### src/hw/rtl/pulse_noise_excitation_defines.svh
// Assertion macros for the pulse/noise excitation RTL.
`ifndef PULSE_NOISE_EXCITATION_DEFINES_SVH
`define PULSE_NOISE_EXCITATION_DEFINES_SVH

// Same-cycle implication, masked during reset.
`define PNE_ASSERT_NOW(label, clk, rst_n, ante, cons) \
    label: assert property (@(posedge clk) disable iff (!rst_n) (ante) |-> (cons)) \
        else $error("pulse_noise_excitation: same-cycle check failed");

// Next-cycle implication, masked during reset.
`define PNE_ASSERT_NEXT(label, clk, rst_n, ante, cons) \
    label: assert property (@(posedge clk) disable iff (!rst_n) (ante) |=> (cons)) \
        else $error("pulse_noise_excitation: next-cycle check failed");

`endif

### src/hw/rtl/pne_pkg.sv
package pne_pkg;

    localparam int unsigned PITCH_W    = 24;
    localparam int unsigned NOISE_W    = 16;
    localparam int unsigned EXC_W      = 24;
    localparam int unsigned PULSE_W    = 20;
    localparam int unsigned PHASE_W    = 32;
    localparam int unsigned QUO_W      = 33;
    localparam int unsigned DIV_REM_W  = 23;
    localparam int unsigned SQ_REM_W   = 21;
    localparam int unsigned RAD_W      = 40;
    localparam int unsigned CNT_W      = 6;
    localparam int unsigned STEP_W     = 3;
    localparam int unsigned OUT_DATA_W = 88;

    // Divider runs 33 passes (counter 32 down to 0); square root uses the last 20.
    localparam logic [CNT_W-1:0] ITER_LAST  = 6'd32;
    localparam logic [CNT_W-1:0] SQRT_START = 6'd19;

    localparam logic [PHASE_W-1:0] PHASE_ONE = 32'h0100_0000;
    localparam logic [PHASE_W-1:0] PHASE_MAX = 32'hFFFF_FFFF;

    typedef logic [STEP_W-1:0] step_t;

    localparam step_t STEP_FETCH    = 3'd0;
    localparam step_t STEP_CLASSIFY = 3'd1;
    localparam step_t STEP_ITER     = 3'd2;
    localparam step_t STEP_UPDATE   = 3'd3;
    localparam step_t STEP_EMIT     = 3'd4;
    localparam step_t STEP_WAIT     = 3'd5;

    typedef enum logic [2:0] {
        COND_NONE,
        COND_NO_INPUT,
        COND_SPECIAL,
        COND_ITER_MORE,
        COND_OUT_FREE,
        COND_ALWAYS
    } cond_t;

    typedef struct packed {
        logic  accept;
        logic  classify;
        logic  iterate;
        logic  update;
        logic  emit;
        cond_t cond;
        step_t target;
    } ctrl_t;

    typedef struct packed {
        logic in_valid;
        logic special;
        logic iter_more;
        logic out_free;
    } flags_t;

    // Microprogram: branch to target when cond holds, else fall through.
    function automatic ctrl_t ucode(input step_t step);
        ctrl_t w;
        w = '0;
        unique case (step)
            STEP_FETCH:
            begin
                w.accept = 1'b1;
                w.cond   = COND_NO_INPUT;
                w.target = STEP_FETCH;
            end
            STEP_CLASSIFY:
            begin
                w.classify = 1'b1;
                w.cond     = COND_SPECIAL;
                w.target   = STEP_EMIT;
            end
            STEP_ITER:
            begin
                w.iterate = 1'b1;
                w.cond    = COND_ITER_MORE;
                w.target  = STEP_ITER;
            end
            STEP_UPDATE:
            begin
                w.update = 1'b1;
                w.cond   = COND_NONE;
                w.target = STEP_FETCH;
            end
            STEP_EMIT:
            begin
                w.emit   = 1'b1;
                w.cond   = COND_OUT_FREE;
                w.target = STEP_FETCH;
            end
            STEP_WAIT:
            begin
                w.cond   = COND_ALWAYS;
                w.target = STEP_EMIT;
            end
            default:
            begin
                w.cond   = COND_ALWAYS;
                w.target = STEP_FETCH;
            end
        endcase
        return w;
    endfunction

endpackage

### src/hw/rtl/pulse_noise_excitation.sv
// A voiced pitch goes fetch, classify, 33-pass shift-subtract reciprocal loop
// (square root runs alongside it), update, emit; unvoiced, negative or zero
// pitch goes from classify straight to emit. No new input beat is accepted
// until the last one is emitted, and emit waits while a held beat is not taken.
// Reset: phase at 1.0, unvoiced marker 0, output register empty.
`include "pulse_noise_excitation_defines.svh"

module pulse_noise_excitation (
    input  logic        clk,
    input  logic        rst_n,
    input  logic        cfg_valid,
    output logic        cfg_ready,
    input  logic [23:0] cfg_data,       // unvoiced_marker
    input  logic        s_axis_tvalid,
    output logic        s_axis_tready,
    input  logic [39:0] s_axis_tdata,   // pitch_period[23:0], noise_sample[39:24]
    output logic        m_axis_tvalid,
    input  logic        m_axis_tready,
    // excitation[23:0], pulse_value[43:24], noise_echo[59:44], pitch_echo[83:60], zero pad
    output logic [87:0] m_axis_tdata,
    output logic [0:0]  m_axis_tuser    // status
);

    logic [pne_pkg::PITCH_W-1:0]    marker_reg;
    logic                           out_valid_reg, out_valid_next;
    logic [pne_pkg::OUT_DATA_W-1:0] out_data_reg;
    logic                           out_user_reg;

    pne_pkg::ctrl_t  ctrl;
    pne_pkg::flags_t flags;

    logic                         in_fire;
    logic                         out_free;
    logic                         emit_fire;
    logic                         special;
    logic                         iter_more;
    logic [pne_pkg::PITCH_W-1:0]  pitch_q;
    logic [pne_pkg::NOISE_W-1:0]  noise_q;
    logic [pne_pkg::EXC_W-1:0]    exc_q;
    logic [pne_pkg::PULSE_W-1:0]  pulse_q;
    logic                         status_q;

    assign cfg_ready     = 1'b1;
    assign s_axis_tready = ctrl.accept;
    assign in_fire       = s_axis_tvalid && ctrl.accept;
    assign out_free      = !out_valid_reg || m_axis_tready;
    assign emit_fire     = ctrl.emit && out_free;

    assign flags.in_valid  = s_axis_tvalid;
    assign flags.special   = special;
    assign flags.iter_more = iter_more;
    assign flags.out_free  = out_free;

    pne_seq u_seq (
        .clk   (clk),
        .rst_n (rst_n),
        .flags (flags),
        .ctrl  (ctrl)
    );

    pne_dp u_dp (
        .clk       (clk),
        .rst_n     (rst_n),
        .ctrl      (ctrl),
        .in_fire   (in_fire),
        .pitch_in  (s_axis_tdata[23:0]),
        .noise_in  (s_axis_tdata[39:24]),
        .marker    (marker_reg),
        .special   (special),
        .iter_more (iter_more),
        .pitch_q   (pitch_q),
        .noise_q   (noise_q),
        .exc_q     (exc_q),
        .pulse_q   (pulse_q),
        .status_q  (status_q)
    );

    always_comb
    begin
        out_valid_next = out_valid_reg;
        if (emit_fire)
        begin
            out_valid_next = 1'b1;
        end
        else if (m_axis_tready)
        begin
            out_valid_next = 1'b0;
        end
    end

    always_ff @(posedge clk or negedge rst_n)
    begin
        if (!rst_n)
        begin
            marker_reg    <= '0;
            out_valid_reg <= 1'b0;
        end
        else
        begin
            if (cfg_valid)
            begin
                marker_reg <= cfg_data;
            end
            out_valid_reg <= out_valid_next;
        end
    end

    always_ff @(posedge clk)
    begin
        if (emit_fire)
        begin
            out_data_reg <= {4'd0, pitch_q, noise_q, pulse_q, exc_q};
            out_user_reg <= status_q;
        end
    end

    assign m_axis_tvalid   = out_valid_reg;
    assign m_axis_tdata    = out_data_reg;
    assign m_axis_tuser[0] = out_user_reg;

    `PNE_ASSERT_NEXT(a_accept_leaves_fetch, clk, rst_n,
        s_axis_tvalid && s_axis_tready, !s_axis_tready)
    `PNE_ASSERT_NEXT(a_emit_loads_output, clk, rst_n, emit_fire, m_axis_tvalid)
    `PNE_ASSERT_NOW(a_error_is_silent, clk, rst_n, m_axis_tvalid && m_axis_tuser[0],
        (m_axis_tdata[23:0] == 24'd0) && (m_axis_tdata[43:24] == 20'd0))
    `PNE_ASSERT_NOW(a_pulse_drives_exc, clk, rst_n,
        m_axis_tvalid && (m_axis_tdata[43:24] != 20'd0),
        m_axis_tdata[23:0] == {4'd0, m_axis_tdata[43:24]})

endmodule

### src/hw/rtl/pne_seq.sv
module pne_seq (
    input  logic            clk,
    input  logic            rst_n,
    input  pne_pkg::flags_t flags,
    output pne_pkg::ctrl_t  ctrl
);

    pne_pkg::step_t step_reg;
    pne_pkg::step_t step_next;
    logic           take;

    always_comb
    begin
        ctrl = pne_pkg::ucode(step_reg);
        unique case (ctrl.cond)
            pne_pkg::COND_NONE:      take = 1'b0;
            pne_pkg::COND_NO_INPUT:  take = !flags.in_valid;
            pne_pkg::COND_SPECIAL:   take = flags.special;
            pne_pkg::COND_ITER_MORE: take = flags.iter_more;
            pne_pkg::COND_OUT_FREE:  take = flags.out_free;
            pne_pkg::COND_ALWAYS:    take = 1'b1;
            default:                 take = 1'b1;
        endcase
        step_next = take ? ctrl.target : step_reg + 3'd1;
    end

    always_ff @(posedge clk or negedge rst_n)
    begin
        if (!rst_n)
        begin
            step_reg <= pne_pkg::STEP_FETCH;
        end
        else
        begin
            step_reg <= step_next;
        end
    end

endmodule

### src/hw/rtl/pne_dp.sv
module pne_dp (
    input  logic                          clk,
    input  logic                          rst_n,
    input  pne_pkg::ctrl_t                ctrl,
    input  logic                          in_fire,
    input  logic [pne_pkg::PITCH_W-1:0]   pitch_in,
    input  logic [pne_pkg::NOISE_W-1:0]   noise_in,
    input  logic [pne_pkg::PITCH_W-1:0]   marker,
    output logic                          special,
    output logic                          iter_more,
    output logic [pne_pkg::PITCH_W-1:0]   pitch_q,
    output logic [pne_pkg::NOISE_W-1:0]   noise_q,
    output logic [pne_pkg::EXC_W-1:0]     exc_q,
    output logic [pne_pkg::PULSE_W-1:0]   pulse_q,
    output logic                          status_q
);

    logic [pne_pkg::PITCH_W-1:0]   pitch_reg;
    logic [pne_pkg::NOISE_W-1:0]   noise_reg;
    logic [pne_pkg::PHASE_W-1:0]   phase_reg, phase_next;
    logic [pne_pkg::CNT_W-1:0]     cnt_reg, cnt_next;
    logic [pne_pkg::DIV_REM_W-1:0] div_rem_reg, div_rem_next;
    logic [pne_pkg::QUO_W-1:0]     quo_reg, quo_next;
    logic [pne_pkg::SQ_REM_W-1:0]  sq_rem_reg, sq_rem_next;
    logic [pne_pkg::PULSE_W-1:0]   root_reg, root_next;
    logic [pne_pkg::RAD_W-1:0]     rad_reg, rad_next;
    logic [pne_pkg::EXC_W-1:0]     exc_reg, exc_next;
    logic [pne_pkg::PULSE_W-1:0]   pulse_reg, pulse_next;
    logic                          status_reg, status_next;

    logic                            neg, unv, zero;
    logic [pne_pkg::DIV_REM_W:0]     div_sh;
    logic [pne_pkg::DIV_REM_W:0]     divisor;
    logic [pne_pkg::SQ_REM_W+1:0]    sq_sh;
    logic [pne_pkg::SQ_REM_W+1:0]    trial;
    logic                            pulse_fire;
    logic [pne_pkg::PHASE_W-1:0]     phase_base;
    logic [pne_pkg::PHASE_W+1:0]     phase_sum;

    // Negative first, then marker, then zero pitch.
    assign neg       = pitch_reg[pne_pkg::PITCH_W-1];
    assign unv       = !neg && (pitch_reg == marker);
    assign zero      = !neg && !unv && (pitch_reg == '0);
    assign special   = neg || unv || zero;
    assign iter_more = (cnt_reg != '0);

    assign divisor = {1'b0, pitch_reg[pne_pkg::PITCH_W-2:0]};
    // Dividend is 2^32: only the first pass shifts in a one.
    assign div_sh  = {div_rem_reg, (cnt_reg == pne_pkg::ITER_LAST)};
    assign sq_sh   = {sq_rem_reg, rad_reg[pne_pkg::RAD_W-1 -: 2]};
    assign trial   = {1'b0, root_reg, 2'b01};

    assign pulse_fire = (phase_reg >= pne_pkg::PHASE_ONE);
    assign phase_base = pulse_fire ? phase_reg - pne_pkg::PHASE_ONE : phase_reg;
    assign phase_sum  = {2'b00, phase_base} + {1'b0, quo_reg};

    always_comb
    begin
        phase_next   = phase_reg;
        cnt_next     = cnt_reg;
        div_rem_next = div_rem_reg;
        quo_next     = quo_reg;
        sq_rem_next  = sq_rem_reg;
        root_next    = root_reg;
        rad_next     = rad_reg;
        exc_next     = exc_reg;
        pulse_next   = pulse_reg;
        status_next  = status_reg;

        if (ctrl.classify)
        begin
            cnt_next     = pne_pkg::ITER_LAST;
            div_rem_next = '0;
            quo_next     = '0;
            sq_rem_next  = '0;
            root_next    = '0;
            // Radicand is pitch << 16.
            rad_next     = {1'b0, pitch_reg[pne_pkg::PITCH_W-2:0], 16'd0};
            exc_next     = unv ? {{8{noise_reg[pne_pkg::NOISE_W-1]}}, noise_reg} : '0;
            pulse_next   = '0;
            status_next  = neg || zero;
            if (unv)
            begin
                phase_next = pne_pkg::PHASE_ONE;
            end
        end

        if (ctrl.iterate)
        begin
            cnt_next = cnt_reg - 6'd1;
            if (div_sh >= divisor)
            begin
                div_rem_next = pne_pkg::DIV_REM_W'(div_sh - divisor);
                quo_next     = {quo_reg[pne_pkg::QUO_W-2:0], 1'b1};
            end
            else
            begin
                div_rem_next = div_sh[pne_pkg::DIV_REM_W-1:0];
                quo_next     = {quo_reg[pne_pkg::QUO_W-2:0], 1'b0};
            end
            if (cnt_reg <= pne_pkg::SQRT_START)
            begin
                rad_next = {rad_reg[pne_pkg::RAD_W-3:0], 2'b00};
                if (sq_sh >= trial)
                begin
                    sq_rem_next = pne_pkg::SQ_REM_W'(sq_sh - trial);
                    root_next   = {root_reg[pne_pkg::PULSE_W-2:0], 1'b1};
                end
                else
                begin
                    sq_rem_next = sq_sh[pne_pkg::SQ_REM_W-1:0];
                    root_next   = {root_reg[pne_pkg::PULSE_W-2:0], 1'b0};
                end
            end
        end

        if (ctrl.update)
        begin
            // Saturate the phase at its maximum.
            if (phase_sum > {2'b00, pne_pkg::PHASE_MAX})
            begin
                phase_next = pne_pkg::PHASE_MAX;
            end
            else
            begin
                phase_next = phase_sum[pne_pkg::PHASE_W-1:0];
            end
            exc_next    = pulse_fire ? {4'd0, root_reg} : '0;
            pulse_next  = pulse_fire ? root_reg : '0;
            status_next = 1'b0;
        end
    end

    always_ff @(posedge clk or negedge rst_n)
    begin
        if (!rst_n)
        begin
            phase_reg <= pne_pkg::PHASE_ONE;
            cnt_reg   <= '0;
        end
        else
        begin
            phase_reg <= phase_next;
            cnt_reg   <= cnt_next;
        end
    end

    always_ff @(posedge clk)
    begin
        if (in_fire)
        begin
            pitch_reg <= pitch_in;
            noise_reg <= noise_in;
        end
        div_rem_reg <= div_rem_next;
        quo_reg     <= quo_next;
        sq_rem_reg  <= sq_rem_next;
        root_reg    <= root_next;
        rad_reg     <= rad_next;
        exc_reg     <= exc_next;
        pulse_reg   <= pulse_next;
        status_reg  <= status_next;
    end

    assign pitch_q  = pitch_reg;
    assign noise_q  = noise_reg;
    assign exc_q    = exc_reg;
    assign pulse_q  = pulse_reg;
    assign status_q = status_reg;

endmodule
### config.mk
export PLATFORM = sky130hd
export DESIGN_NAME = pulse_noise_excitation
export DESIGN_NICKNAME = d
export VERILOG_FILES = /design/src/hw/rtl/pne_pkg.sv /design/src/hw/rtl/pulse_noise_excitation.sv /design/src/hw/rtl/pne_seq.sv /design/src/hw/rtl/pne_dp.sv
export VERILOG_INCLUDE_DIRS = /design/src /design/src/hw/rtl
export SDC_FILE = /design/constraint.sdc
export NUM_CORES = 1
export LEC_CHECK = 0
export ABC_AREA = 0
export BUFFER_PORTS_ARGS = -buffer_cell sky130_fd_sc_hd__buf_2
export CORE_MARGIN = 8
export CORE_UTILIZATION = 30
export DETAILED_ROUTE_END_ITERATION = 16
export GPL_TIMING_DRIVEN = 0
export SYNTH_ARGS = -nofsm -noshare
export SYNTH_HDL_FRONTEND = slang
export SYNTH_HIERARCHICAL = 1
export SYNTH_SLANG_ARGS = --single-unit
### constraint.sdc
create_clock -name clk -period 12.5 [get_ports clk]
set_clock_uncertainty 0.1 [all_clocks]
set_input_delay 1.25 -clock clk [delete_from_list [all_inputs] [get_ports clk]]
set_output_delay 1.25 -clock clk [all_outputs]
set_load 0.03 [all_outputs]
# Word-level counts from Yosys, hierarchy flattened
# Cells that the tools add are included.
# classes
mux,41
magnitude_cmp,5
addsub,6
n_reduce_logical,22
eq_ne,11
# ops
operator,n
2-to-1 mux 32 bit,5
2-to-1 mux 20 bit,7
2-to-1 mux 40 bit,3
2-to-1 mux 21 bit,4
2-to-1 mux 24 bit,3
2-to-1 mux 23 bit,3
2-to-1 mux 33 bit,2
case mux 6 bit (6 select lines),1
adder 32 x 33 -> 34 bit,1
greater-than comparator 34 x 32 -> 1 bit (second input constant),1
>= comparator 32 x 25 -> 1 bit (second input constant),1
subtractor 32 x 25 -> 32 bit (second input constant),1
equality test 24 bit,1
>= comparator 24 x 23 -> 1 bit,1
zero test 24 bit,1
>= comparator 23 x 22 -> 1 bit,1
subtractor 23 bit,1
subtractor 21 bit,1
equality test 3 x 2 -> 1 bit (second input constant),4
2-to-1 mux 6 bit,2
equality test 3 bit (second input constant),3
2-to-1 mux 1 bit,9
nonzero test 2 bit,4
equality test 3 x 1 -> 1 bit (second input constant),2
12 further kinds,23
# totals
reg_bits,373
in_bits,69

# Logic depth before layout (Yosys ltp)
# depth
word_depth,8
ltp_mapped,19

# Hierarchy
# Netlist, hierarchy kept.
# by_module_without_submodules
mod,area_each_um2,seq_area_each_um2,cells_per_inst,instances
pne_dp,14363.8,6707.7,1422,1
pulse_noise_excitation,3644.7,3178.0,148,1
pne_seq,337.8,75.1,36,1

# Least setup slack after synthesis
# Ideal clock, no wire load.
# synth_path
path_type,register to register
from,reg u_dp/phase_reg[24] (netlist bit)
to,reg u_dp/phase_reg[0] (netlist bit)
required_ps,12279
arrival_ps,3748
path_stages_with_launch,19
setup_slack_ps,8531
cell_sequence,dfstp_2 -> ha_1 -> nor4b_1 -> nand4_1 -> o21ai_1 -> clkbuf_1 -> nand3_1 -> xnor2_1 -> ha_1 -> clkbuf_1 -> a21o_1 -> a31o_1 -> a2bb2oi_1 -> and4b_1 -> o211ai_2 -> a31oi_4 -> buf_6 -> o21bai_1 -> a22o_1
# synth_between
elab_chain_cells,6
word_cells_on_any_way,7
classes_between,2 x add/sub; 2 x order compare; 3 x mux
# synth_rtl
item,line_no,text
start: declaration,pne_dp.sv:20,"logic [pne_pkg::PHASE_W-1:0] phase_reg, phase_next;"
start signal: assignment,pne_dp.sv:138,phase_reg <= pne_pkg::PHASE_ONE;
start signal: assignment,pne_dp.sv:143,phase_reg <= phase_next;
subtractor 32 x 25 -> 32 bit / >= comparator 32 x 25 -> 1 bit (equally long branches),"pne_dp.sv:54, pne_dp.sv:53",
2-to-1 mux 32 bit (*),pne_dp.sv:54,assign phase_base = pulse_fire ? phase_reg - pne_pkg::PHASE_ONE : phase_reg;
adder 32 x 33 -> 34 bit (*),pne_dp.sv:55,"assign phase_sum = {2'b00, phase_base} + {1'b0, quo_reg};"
greater-than comparator 34 x 32 -> 1 bit,pne_dp.sv:120,"if (phase_sum > {2'b00, pne_pkg::PHASE_MAX})"
2-to-1 mux 32 bit (*),pne_dp.sv:120,
2-to-1 mux 32 bit (*),pne_dp.sv:117,if (ctrl.update)
# Every way passes the cells marked *; elsewhere a longest branch is shown, timed or not.
# A chain may end at the register's enable or synchronous reset.

# Worst setup path after layout
# layout_path
from,reg u_dp/phase_reg[24] (netlist bit)
to,reg u_dp/phase_reg[27] (netlist bit)
# Same word-level chain as after synthesis.

==> flow_summary.ini <==
[status]
status = finished, final reports clean

[route]
vias = 13130
avgRoutedWirePerCell_um = 17.89
wl_mm = 46.92
via_per_inst = 5.008
dr.pass1.iters = 5
first_iter_violations = 928
postRouteAntennaNets = 0
drc = 0

[global_routing]
top_usage_layer = met2
grt.total_usage = 0.1324
overflow = 0
grt_pass1_wl_mm = 75.40
grt_pass1_vias = 13570
grt_util_met3 = 0.03198
grt_max_degree = 62
met2_usage = 0.2086
grt_antenna_before_repair = 0
met1_usage = 0.1797

[synth]
syn_area_um2 = 18310
synth_cells = 1600
yosys_warnings = 6
avgSynthCellArea_um2 = 11.45

[layout]
largest_reg_flops = 84
drive_gt1_frac = 0.1707
areaGrowthSynthToFinish_pct = 18.29
fin_cells = 2622
layout_commonest_cell = edfxtp_1
nets = 1963
utilization = 0.3589
multi_input_area_um2 = 7662
final_cell_mix = edfxtp_1, buf_2, nand2_1, ha_1, dfxtp_1
n_fill_cell = 5952
regArea_um2 = 9961

[setup_path]
cp_slowest_stage_delay_ps = 590
start_kind = flip-flop
crit_required_ps = 12860
cpMaxStageDelayCell = o21ai_1
crit_type = reg -> reg
crit_chain = ha_1 > nor4b_1 > nand4_1 > o21ai_1 > clkbuf_1 > nand3_1 > xnor2_1 > ha_1 > clkbuf_1 > a21o_1 > a31o_1 > a2bb2oi_1 > and4b_1 > o211ai_2 > a31oi_4 > nor3b_2 > a211o_1
worstPathArrival_ps = 5470
endpoint_kind = flip-flop
cp_max_fo = 10
crit_buf_inv = 2
crit_family = compound AO/OA/AOI/OAI gates

[power_and_ir_drop]
peakVddDrop_mv = 0.1683
powerDensity_nw_per_um2 = 309.7
power_w = 0.006709
p_leak_nw = 8.901

[clock_tree]
ctsHoldBuffers = 0
cts_buffers = 42
cts.htree.levels = 2
cts_tree = built
clk_pin_slew_ps = 60
clkLatencyLatePin_ps = 580
cts_sinks = 370
clockBufferDepth = 3
postCtsSetupBuffers = 0
cts-resized-gates = 0
clockRootBuffer = clkbuf_16

[placement]
routabilityCongestion = 0.8630
dp_hpwl_mm = 33.97
dp_cells = 2543
dp_slack_ps = 7395
portBuffers = 154

[floorplan]
dieArea_um2 = 69210
chipHeight_um = 263.1
row_count = 90
die_x_um = 263.1
initial_core_util = 0.3034
core-area_um2 = 60360
ios = 161

[sta]
final-setup-viol-count = 0
rsz0062_at_grt = false
fin_crit_ps = 5115
tightest_slew_ps = 1049
fin_setup_tns_ps = 0
fin_ws_ps = 7385
relSlewSlack = 0.3008
clock.fmax_ghz = 0.1955
slew_violations = 0
hold_viol_final = 0
fin_crit_sh = 0.4092

[min_path]
hold_class = reg -> reg

[job]
maxCapViolCount = 0
==> layout make-up <==
type	count	area share
inverters	80	0.01386
clock inverters	27	0.01710
repair buffers	158	0.04008
flip-flops and latches	370	0.4598
diodes	1	0.0001155
multi-input cells	1079	0.3537
clock buffers	51	0.05146
plain buffers	74	0.01871
well taps	782	0.04517
==> through the flow <==
step / area [um2] / hold slack, ps
floorplan: 18330 / 300.3
global placement: 20070 / 301.7
detailed placement: 20180 / 304.5
CTS: 21660 / 318.9
global route: 21660 / 324.0
finish: 21660 / 316.0
==> report_power, final <==
part	switching, W	total, W	internal [W]
Sequential	0.000260	0.00203	0.00177
Combinational	0.00198	0.00338	0.00140
Clock	0.000516	0.00131	0.000789
Total	0.00276	0.00671	0.00395
==> worst register-to-register path, stage by stage, from the launching register on <==
cell and delay, ps:
dfstp_2 550, ha_1 150, nor4b_1 270, nand4_1 130
o21ai_1 590, clkbuf_1 490, nand3_1 170, xnor2_1 160
ha_1 280, clkbuf_1 220, a21o_1 250, a31o_1 220
a2bb2oi_1 160, and4b_1 230, o211ai_2 130, a31oi_4 390
nor3b_2 200, a211o_1 310
==> routing by layer <==
layer | up-vias | wire [um]
met2 | 377 | 20860
met3 | 67 | 2991
met5 | - | 0
met1 | 6413 | 22120
li1 | 6273 | -
met4 | 0 | 945
==> path summary, 6_finish.rpt <==
kind | slack (ps) | depth (start not counted) | startpoint | end
worst max-delay path | 7390 | 17 | u_dp/phase_reg[24] | u_dp/phase_reg[27]
worst min-delay path | 320 | 0 | u_dp/pulse_q[6] | m_axis_tdata[30]
worst max register to register | 7390 | 17 | u_dp/phase_reg[24] | u_dp/phase_reg[27]
worst min register to register | 320 | 0 | u_dp/pulse_q[6] | m_axis_tdata[30]
max in group asynchronous | 11260 | 2 | rst_n | u_dp/phase_reg[24]
min in group asynchronous | 450 | 1 | rst_n | u_dp/phase_reg[11]
Note: power is estimated with default switching activity, not from simulation.
